--- src/hdl/phcs_pkg.sv ---
// Shared constants and functions for the packet header clock search block.
// Holds the field widths, the whitening sequence and the HEC register function.
// No dependencies.
package phcs_pkg;

    localparam int CODED_W = 54;
    localparam int UAP_W   = 8;
    localparam int HDR_W   = 18;
    localparam int DATA_W  = 10;
    localparam int HEC_W   = 8;
    localparam int NUM_CLK = 64;
    localparam int CLK_W   = 6;
    localparam int CNT_W   = 7;
    localparam int WH_W    = 7;

    localparam logic [HEC_W-1:0] HEC_POLY = 8'hA7;

    localparam int S_TDATA_W = 64;
    localparam int M_TDATA_W = 96;

    // Whitening bits for one clock value; bit i is XORed into header bit i.
    // The register is x^7 + x^4 + 1, loaded with the clock and bit 6 set.
    function automatic logic [HDR_W-1:0] whiten_seq(input logic [CLK_W-1:0] clk_val);
        logic [WH_W-1:0]  w;
        logic             o;
        logic [HDR_W-1:0] s;
        w = {1'b1, clk_val};
        s = '0;
        for (int i = 0; i < HDR_W; i++) begin
            o    = w[WH_W-1];
            s[i] = o;
            w    = {w[WH_W-2:0], 1'b0} ^ {2'b00, o, 3'b000, o};
        end
        return s;
    endfunction

    // HEC register after shifting in the data bits, seeded with the UAP.
    function automatic logic [HEC_W-1:0] hec_calc(input logic [DATA_W-1:0] data,
                                                  input logic [UAP_W-1:0]  uap);
        logic [HEC_W-1:0] r;
        logic             fb;
        r = uap;
        for (int i = 0; i < DATA_W; i++) begin
            fb = r[HEC_W-1] ^ data[i];
            r  = {r[HEC_W-2:0], 1'b0};
            if (fb) begin
                r = r ^ HEC_POLY;
            end
        end
        return r;
    endfunction

endpackage

--- src/hdl/packet_header_clock_search_top.sv ---
// Top level of the packet header clock search: three-stage stream pipeline.
// Depends on phcs_pkg, phcs_fec_decode, phcs_clock_trial and phcs_popcount.
//
// Usage:
//   Input stream s_axis carries one request per received header: the 54 coded
//   symbols and a candidate UAP. Output stream m_axis carries one result per
//   request: the majority-decoded header, the FEC flag, the 64-bit mask of
//   clock values whose HEC matched and the number of matches.
//   An accepted request is registered in stage a, then stage b, then stage c,
//   whose valid flag drives m_axis_tvalid.
//   Throughput is one request per cycle while m_axis_tready stays high; the
//   stage holding the 64 parallel clock trials (dewhitening and HEC per clock)
//   sets that figure, and the match count is formed in the stage after it.
//   When the FEC check fails the mask and the count are zero.
//   Reset clears every stage valid flag; no result is pending afterwards.
//   When the receiver stalls, results stay in their stages and s_axis_tready
//   drops only once all three stages hold a result.
module packet_header_clock_search_top
    import phcs_pkg::*;
(
    input  logic                 i_clk,
    input  logic                 i_rst_n,
    input  logic                 s_axis_tvalid,
    output logic                 s_axis_tready,
    // [53:0] coded_bits, [61:54] uap_guess, [63:62] zero
    input  logic [S_TDATA_W-1:0] s_axis_tdata,
    output logic                 m_axis_tvalid,
    input  logic                 m_axis_tready,
    // [17:0] raw_header, [18] fec_ok, [82:19] clock_match_mask,
    // [89:83] match_count, [95:90] zero
    output logic [M_TDATA_W-1:0] m_axis_tdata
);

    logic               r_a_valid, r_b_valid, r_c_valid;
    logic               w_a_ready, w_b_ready, w_c_ready;
    logic [CODED_W-1:0] r_a_coded;
    logic [UAP_W-1:0]   r_a_uap;
    logic [HDR_W-1:0]   r_b_hdr, r_c_hdr;
    logic               r_b_ok, r_c_ok;
    logic [NUM_CLK-1:0] r_b_mask, r_c_mask;
    logic [CNT_W-1:0]   r_c_count;
    logic [HDR_W-1:0]   w_hdr;
    logic               w_ok;
    logic [NUM_CLK-1:0] w_mask;
    logic [NUM_CLK-1:0] n_b_mask;
    logic [CNT_W-1:0]   w_count;

    assign w_c_ready     = !r_c_valid || m_axis_tready;
    assign w_b_ready     = !r_b_valid || w_c_ready;
    assign w_a_ready     = !r_a_valid || w_b_ready;
    assign s_axis_tready = w_a_ready;

    phcs_fec_decode u_fec (
        .i_coded  (r_a_coded),
        .o_header (w_hdr),
        .o_fec_ok (w_ok)
    );

    for (genvar c = 0; c < NUM_CLK; c++) begin : g_trial
        phcs_clock_trial u_trial (
            .i_header  (w_hdr),
            .i_uap     (r_a_uap),
            .i_clk_val (CLK_W'(c)),
            .o_match   (w_mask[c])
        );
    end

    assign n_b_mask = w_ok ? w_mask : '0;

    phcs_popcount u_pop (
        .i_mask  (r_b_mask),
        .o_count (w_count)
    );

    always_ff @(posedge i_clk) begin
        if (!i_rst_n) begin
            r_a_valid <= 1'b0;
            r_b_valid <= 1'b0;
            r_c_valid <= 1'b0;
        end else begin
            if (w_a_ready) begin
                r_a_valid <= s_axis_tvalid;
            end
            if (w_b_ready) begin
                r_b_valid <= r_a_valid;
            end
            if (w_c_ready) begin
                r_c_valid <= r_b_valid;
            end
        end
    end

    always_ff @(posedge i_clk) begin
        if (w_a_ready && s_axis_tvalid) begin
            r_a_coded <= s_axis_tdata[CODED_W-1:0];
            r_a_uap   <= s_axis_tdata[CODED_W+UAP_W-1:CODED_W];
        end
        if (w_b_ready && r_a_valid) begin
            r_b_hdr  <= w_hdr;
            r_b_ok   <= w_ok;
            r_b_mask <= n_b_mask;
        end
        if (w_c_ready && r_b_valid) begin
            r_c_hdr   <= r_b_hdr;
            r_c_ok    <= r_b_ok;
            r_c_mask  <= r_b_mask;
            r_c_count <= w_count;
        end
    end

    assign m_axis_tvalid = r_c_valid;
    assign m_axis_tdata  = {6'b000000, r_c_count, r_c_mask, r_c_ok, r_c_hdr};

    a_count_matches_mask: assert property (@(posedge i_clk) disable iff (!i_rst_n)
        r_c_valid |-> (r_c_count == CNT_W'($countones(r_c_mask))))
        else $error("match count disagrees with mask");

    a_fec_fail_no_match: assert property (@(posedge i_clk) disable iff (!i_rst_n)
        (r_b_valid && !r_b_ok) |-> (r_b_mask == '0))
        else $error("mask set although FEC check failed");

    a_result_held_on_stall: assert property (@(posedge i_clk) disable iff (!i_rst_n)
        (r_c_valid && !m_axis_tready) |=> (r_c_valid && $stable(r_c_mask)
                                          && $stable(r_c_hdr)))
        else $error("stalled result changed");

    a_ready_when_empty: assert property (@(posedge i_clk) disable iff (!i_rst_n)
        (!r_a_valid || !r_b_valid || !r_c_valid) |-> s_axis_tready)
        else $error("input stalled with a free stage");

endmodule

--- src/hdl/phcs_fec_decode.sv ---
// Majority decoder for the 18 rate-1/3 repetition triples of the header.
// Depends on phcs_pkg for the widths.
module phcs_fec_decode
    import phcs_pkg::*;
(
    input  logic [CODED_W-1:0] i_coded,
    output logic [HDR_W-1:0]   o_header,
    output logic               o_fec_ok
);

    logic [HDR_W-1:0] w_unan;

    always_comb begin
        for (int t = 0; t < HDR_W; t++) begin
            o_header[t] = (i_coded[3*t] & i_coded[3*t+1]) |
                          (i_coded[3*t] & i_coded[3*t+2]) |
                          (i_coded[3*t+1] & i_coded[3*t+2]);
            w_unan[t]   = (i_coded[3*t] == i_coded[3*t+1]) &&
                          (i_coded[3*t] == i_coded[3*t+2]);
        end
    end

    assign o_fec_ok = &w_unan;

endmodule

--- src/hdl/phcs_clock_trial.sv ---
// One clock trial: dewhitens the header for a clock value and checks its HEC.
// Depends on phcs_pkg for whiten_seq and hec_calc.
module phcs_clock_trial
    import phcs_pkg::*;
(
    input  logic [HDR_W-1:0] i_header,
    input  logic [UAP_W-1:0] i_uap,
    input  logic [CLK_W-1:0] i_clk_val,
    output logic             o_match
);

    logic [HDR_W-1:0] w_dw;
    logic [HEC_W-1:0] w_hec;
    logic [HEC_W-1:0] w_rev;

    assign w_dw  = i_header ^ whiten_seq(i_clk_val);
    assign w_hec = hec_calc(w_dw[DATA_W-1:0], i_uap);

    // The HEC goes on air MSB first, so the received bits are reversed.
    always_comb begin
        for (int k = 0; k < HEC_W; k++) begin
            w_rev[k] = w_hec[HEC_W-1-k];
        end
    end

    assign o_match = (w_dw[HDR_W-1:DATA_W] == w_rev);

endmodule

--- src/hdl/phcs_popcount.sv ---
// Population count of the 64-bit clock match mask, as byte counts then a sum.
// Depends on phcs_pkg for the widths.
module phcs_popcount
    import phcs_pkg::*;
(
    input  logic [NUM_CLK-1:0] i_mask,
    output logic [CNT_W-1:0]   o_count
);

    logic [3:0] w_part [8];

    always_comb begin
        for (int g = 0; g < 8; g++) begin
            w_part[g] = '0;
            for (int b = 0; b < 8; b++) begin
                w_part[g] = w_part[g] + {3'b000, i_mask[8*g+b]};
            end
        end
        o_count = '0;
        for (int g = 0; g < 8; g++) begin
            o_count = o_count + {3'b000, w_part[g]};
        end
    end

endmodule
--- config.mk ---
export PLATFORM = sky130hd
export DESIGN_NAME = packet_header_clock_search_top
export DESIGN_NICKNAME = d
export VERILOG_FILES = /design/src/hdl/phcs_pkg.sv /design/src/hdl/packet_header_clock_search_top.sv /design/src/hdl/phcs_fec_decode.sv /design/src/hdl/phcs_clock_trial.sv /design/src/hdl/phcs_popcount.sv
export SDC_FILE = /design/constraint.sdc
export NUM_CORES = 1
export LEC_CHECK = 0
export BUFFER_PORTS_ARGS = -buffer_cell sky130_fd_sc_hd__buf_2
export CAP_MARGIN = 10
export CORE_MARGIN = 5
export CORE_UTILIZATION = 48
export CTS_CLUSTER_SIZE = 14
export DETAILED_ROUTE_END_ITERATION = 12
export PLACE_DENSITY = 0.76
export SLEW_MARGIN = 0
export SYNTH_ARGS = -nofsm -noshare
export SYNTH_HDL_FRONTEND = slang
export SYNTH_SLANG_ARGS = --single-unit
--- constraint.sdc ---
create_clock -name i_clk -period 8.3 [get_ports i_clk]
set_clock_uncertainty 0.1 [all_clocks]
set_input_delay 0.83 -clock i_clk [delete_from_list [all_inputs] [get_ports i_clk]]
set_output_delay 0.83 -clock i_clk [all_outputs]
set_load 0.02 [all_outputs]
## Word-level counts from Yosys, hierarchy flattened

Index checks and enable logic that the tools add are counted.

| storage, ports and cells | value |
|---|---|
| output and inout port bits | 98 |
| bits in registers | 238 |
| word-level logic and storage cells | 2214 |
| input port bits | 68 |

| cells by class | value |
|---|---|
| add/sub/neg operators | 63 |
| reduce and logical (&&, ||, !) cells | 28 |
| bitwise logic cells | 1371 |
| equal/unequal tests | 100 |
| mux-type cells | 640 |

Operators with widths:

| cell | count |
|---|---|
| two-way mux 8 bit | 640 |
| inverter 5 bit | 581 |
| bitwise XOR 1 bit | 640 |
| equality test 8 bit | 64 |
| inverter 10 bit | 22 |
| adder 4 x 1 -> 4 bit | 48 |
| inverter 11 bit | 14 |
| inverter 9 bit | 10 |
| AND 1 bit | 54 |
| inverter 8 bit | 6 |
| adder 7 x 4 -> 7 bit | 6 |
| equality test 1 bit | 36 |
| bitwise OR 1 bit | 36 |
| inverter 13 bit | 2 |
| inverter 12 bit | 2 |
| logical AND 1 bit | 21 |
| AND reduction 18 bit | 1 |
| adder 1 x 1 -> 2 bit | 8 |
| inverter 7 bit | 2 |
| inverter 6 bit | 2 |
| adder 4 x 4 -> 5 bit | 1 |
| zero test 1 bit | 3 |
| logical OR 1 bit | 3 |

## Depth between registers and ports, before layout

| logic depth | value |
|---|---|
| word-level depth | 25 |
| gate-level depth with buffers | 25 |
| depth with buffers taken out | 25 |

## Modules after synthesis

From an unflattened synthesis, not the netlist that was laid out.

| second synthesis, totals | value |
|---|---|
| cell total of the unflattened synthesis | 4627 |
| area, all modules | 52575.4 sq um |

By module, submodules not included:

| module | instances | area each (sq um) | seq. area each (sq um) | cells each |
|---|---|---|---|---|
| phcs_clock_trial | 64 | 659.4 | 0.0 | 63 |
| packet_header_clock_search_top | 1 | 7754.9 | 7116.8 | 327 |
| phcs_popcount | 1 | 1924.3 | 0.0 | 201 |
| phcs_fec_decode | 1 | 695.7 | 0.0 | 67 |

## Worst setup path after synthesis

No wires, ideal clock.

| path | value |
|---|---|
| kind | input to register |
| start point | input port m_axis_tready |
| end point | register r_b_hdr[0], enable pin |
| data required time | 7549 ps |
| setup slack | 601 ps |
| stages on the path | 2 |
| arrival time | 6948 ps |
| path buffers | 0 |
| library setup time | 651 ps |
| path through | nor2b_1 a21boi_0 |

| between the ends | value |
|---|---|
| longest elaborated chain between the ends | 3 |

Ends and longest elaborated chain:

| element | line | text |
|---|---|---|
| from (decl) | packet_header_clock_search_top.sv:28 | `input logic m_axis_tready,` |
| logical OR 1 bit | packet_header_clock_search_top.sv:48 | `assign w_c_ready = !r_c_valid \|\| m_axis_tready;` |
| logical OR 1 bit | packet_header_clock_search_top.sv:49 | `assign w_b_ready = !r_b_valid \|\| w_c_ready;` |
| logical AND 1 bit | packet_header_clock_search_top.sv:98 | `if (w_b_ready && r_a_valid) begin` |
| to (signal assigned) | packet_header_clock_search_top.sv:99 | `r_b_hdr <= w_hdr;` |
| to (decl) | packet_header_clock_search_top.sv:38 | `logic [HDR_W-1:0] r_b_hdr, r_c_hdr;` |

No other way between the ends.
A chain may end at the register's enable or synchronous reset.

## Final worst setup path

| path | value |
|---|---|
| start point | register r_b_mask[8] |
| end point | register r_c_count[6] (data pin) |

| between the ends | value |
|---|---|
| longest elaborated chain between the ends | 14 |

Ends and longest elaborated chain:

| element | line | text |
|---|---|---|
| from (decl) | packet_header_clock_search_top.sv:40 | `logic [NUM_CLK-1:0] r_b_mask, r_c_mask;` |
| from (signal assigned) | packet_header_clock_search_top.sv:101 | `r_b_mask <= n_b_mask;` |
| adder 1 x 1 -> 2 bit | phcs_popcount.sv:16 | `w_part[g] = w_part[g] + {3'b000, i_mask[8*g+b]};` |
| adder 4 x 1 -> 4 bit (6 in a row) | phcs_popcount.sv:16 |  |
| adder 4 x 4 -> 5 bit | phcs_popcount.sv:21 | `o_count = o_count + {3'b000, w_part[g]};` |
| adder 7 x 4 -> 7 bit (6 in a row) | phcs_popcount.sv:21 |  |
| named net u_pop.o_count[6] | phcs_popcount.sv:7 | `output logic [CNT_W-1:0] o_count` |
| to (signal assigned) | packet_header_clock_search_top.sv:107 | `r_c_count <= w_count;` |
| to (decl) | packet_header_clock_search_top.sv:41 | `logic [CNT_W-1:0] r_c_count;` |

The timed path passes the listed nets, and every way through them passes these cells.

==> results by group <==
Status
  – Outcome: complete, no violations

Worst setup path
  – Critical path's largest stage delay: 0.58 ns
  – Setup CP Type: flip-flop to flip-flop
  – CP Capture Type: flip-flop
  – Cell chain of the critical path: ha_1, inv_1, fa_1, fa_1, fa_1, fa_1, inv_1, fa_1, xnor2_1, fa_1, fa_1, inv_1, fa_1, inv_1, fa_1, inv_1, ha_1, a21o_1, a21oi_1, o21bai_1, a21oi_1, xnor2_1
  – CP required: 8.46 ns
  – Critical path arrival: about 7.2 ns
  – CP max-delay cell: fa_1
  – Crit path launch type: flip-flop
  – Most used cell, CP: fa_1
  – CP Max Fanout: 2

Finish
  – Most frequent cells in the layout: edfxtp_1 (235), buf_2 (157), inv_1 (123), ha_1 (75), fa_1 (51)
  – Final net count: 1096
  – Number of fill cells in the layout: 1857
  – Share of layout cells above drive strength 1: 23.2%
  – N_diodes: 0
  – Commonest non-fill, non-tap cell in the layout: edfxtp_1
  – Area Overhead vs Synth: 17.2%

Die
  – Row count: 56
  – DIE HEIGHT: 163 um
  – Die Width: approximately 160 um
  – Die ar.: approximately 0.027 mm^2
  – Core ar.: about 0.023 mm^2
  – I/O pin count: 166
  – Starting Density: 48.4%

Routing
  – Vias per inst: 4.95
  – Vias: around 6100
  – TritonRoute pass-1 iters: 4
  – Routed Antenna Nets: 0
  – DRC Markers: 0
  – Final wirelength: 21.1 mm
  – Wire per inst: 17.1 um
  – Initial drt markers: 332

Synth
  – EDFF count, synth: 235
  – Seq/Total Area, Yosys: 63.0%
  – Netlist cell types: 45
  – Yosys warning count: 0
  – Post-Syn Area: ~0.011 mm^2
  – Main flop type after synthesis: edfxtp_1
  – Post-synth ARST share: 0%
  – Yosys reg bits: ~240
  – Post-Synthesis Cells: 725
  – Synth Area per Inst: 15.6 um^2

Placement
  – Final HPWL DP: 15.7 mm
  – Final GP Congestion: 0.823
  – Port Buffers: 157

STA
  – Fin. Hold Viols: 0
  – Fin crit period: approximately 7.1 ns
  – Unrepaired setup endpoints after global routing: false
  – Achievable Freq: around 140 MHz
  – Period utilisation layout: 85.0%
  – Final setup vio count: 0
  – Final hold slack: 0.316 ns
  – Number of max-slew violations in the final report: 0
  – Slew headroom: between 20% and 30%
  – Worst slew pin tran: 1.13 ns
  – Total negative slack: 0 ns

Worst hold path
  – Hold/Removal Path Class: flip-flop to flip-flop

Clocking
  – Clk slew on worst S/H paths: around 0.06 ns
  – CTS Buf Count: 25
  – Quantity of gates resized following cts: 0
  – Post-CTS Hold Buffers: 0
  – Post-CTS setup buffers: 0
  – H-tree levels: 1
  – TritonCTS clock tree: yes
  – Clk buf depth: 3
  – Clk_lat worst skew: 0.52 ns
  – Root buf cell: clkbuf_16
  – Clock Sinks: about 240

Job
  – Max_cap viols: 0

Power and ir drop
  – Max IR drop VDD: 628 uV
  – P per Cell Area: 400 mW/mm^2
  – Design Power: 5.29 mW
  – Leakage power: between 5 and 6 nW

Global routing
  – GRT Total Usage: 16.0%
  – Vias in the first global route: between 6000 and 7000
  – Gr ovfl total: 0
  – First-pass GRT wire length: around 33 mm
  – Initial antenna violation count: 0
  – Pin count of the biggest net entering global routing: 91
## layout make-up
class                           instances  area, um^2  area share (%)
Clock buffer                           27         633            4.78
Clock inverter                         17         140            1.06
Inverter                              123         462            3.49
Multi-Input combinational cell        354        3690            27.8
Sequential cell                       238        7120            53.7
Tap cell                              319         399            3.01
Timing Repair Buffer                  160         808            6.10
## power by group
part	switching (mW)	internal [mW]	total, mW	leakage, nW
clock network	0.439	0.611	1.05	0.366
logic	1.52	1.13	2.65	2.88
registers	0.0340	1.55	1.59	2.07
total	2.00	3.30	5.29	5.32
## final timing paths
kind                                          endpoint  cells after the start  slack (ns)                       from
worst min-delay path              r_c_hdr[9]$_DFFE_PP_                      0        0.32       r_b_hdr[9]$_DFFE_PP_
worst max-delay path            r_c_count[6]$_DFFE_PP_                     22        1.24  r_b_mask[8]$_SDFFCE_PN0P_
worst max register to register  r_c_count[6]$_DFFE_PP_                     22        1.24  r_b_mask[8]$_SDFFCE_PN0P_
worst min register to register    r_c_hdr[9]$_DFFE_PP_                      0        0.32       r_b_hdr[9]$_DFFE_PP_
## routing by layer
layer | GRT usage, % | wire length, um | vias up | part of all wire, %
met2 | 29.1 | 11000 | 198 | 52
met5 | 0 | 0 | - | 0
met3 | 2.90 | 1420 | 32 | 6.7
met4 | 3.43 | 454 | 0 | 2.1
li1 | - | - | 2927 | -
met1 | 19.9 | 8210 | 2969 | 39
## worst max-delay path: cells and delay by family, from the launching register on
family / cells / cell delay, ns
xor+xnor: 2 / 0.37
buf+inv: 5 / 0.27
compound gates: 4 / 0.64
fa+ha+maj: 11 / 5.02
flops: 1 / 0.39
## kinds of logic after synthesis
group	synth area share [%]
buffers and inverters	4.87
adder cells (fa/ha/maj)	17.3
flip-flops	63.0
multiplexers	0.443
other	0.0332
AND/OR/NAND/NOR	5.97
AO/OA/AOI/OAI	3.12
XOR/XNOR	5.25
## sequential cells by signal, summed over array words and instances (netlist names), 7 cells and up
signal     count
r_a_uap        8
r_a_coded     54
r_b_hdr       18
r_b_mask      64
r_c_mask      64
r_c_hdr       18
r_c_count      7
## synthesized netlist by cell type, types with 3 or more instances
master    count  area share [%]
a21oi_1       6            0.27
and3_1        3            0.17
nor2_1        3            0.10
nand2_1       9            0.30
o21a_1        7            0.47
fa_1         51             9.0
nor3_2        3            0.27
nor2b_1      12            0.66
nand4_1       3            0.17
a211o_1      15             1.2
ha_1         75             8.3
dfxtp_1       3            0.53
xnor3_1       4            0.80
a21o_1        5            0.33
xor2_1       15             1.2
nor3_1       49             2.2
xnor2_1      26             2.0
inv_1       123             4.1
nand3_1       4            0.18
nand2b_1      7            0.39
buf_2         4            0.18
edfxtp_1    235              62
nor4_1       26             1.4
buf_4         7            0.47
## through the flow
stage          instance area, um^2  utilization, %  instances  setup WS [ns]
2_1_floorplan                11300               -        730          0.601
3_3_place_gp                 12500            53.5       1194           1.31
3_5_place_dp                 12500            53.5       1194           1.24
4_1_cts                      13200            56.8       1238           1.20
5_1_grt                      13200            56.8       1238          0.958
6_report                     13200            56.8       1238           1.24
No activity file was read; power rests on OpenSTA's default activity.
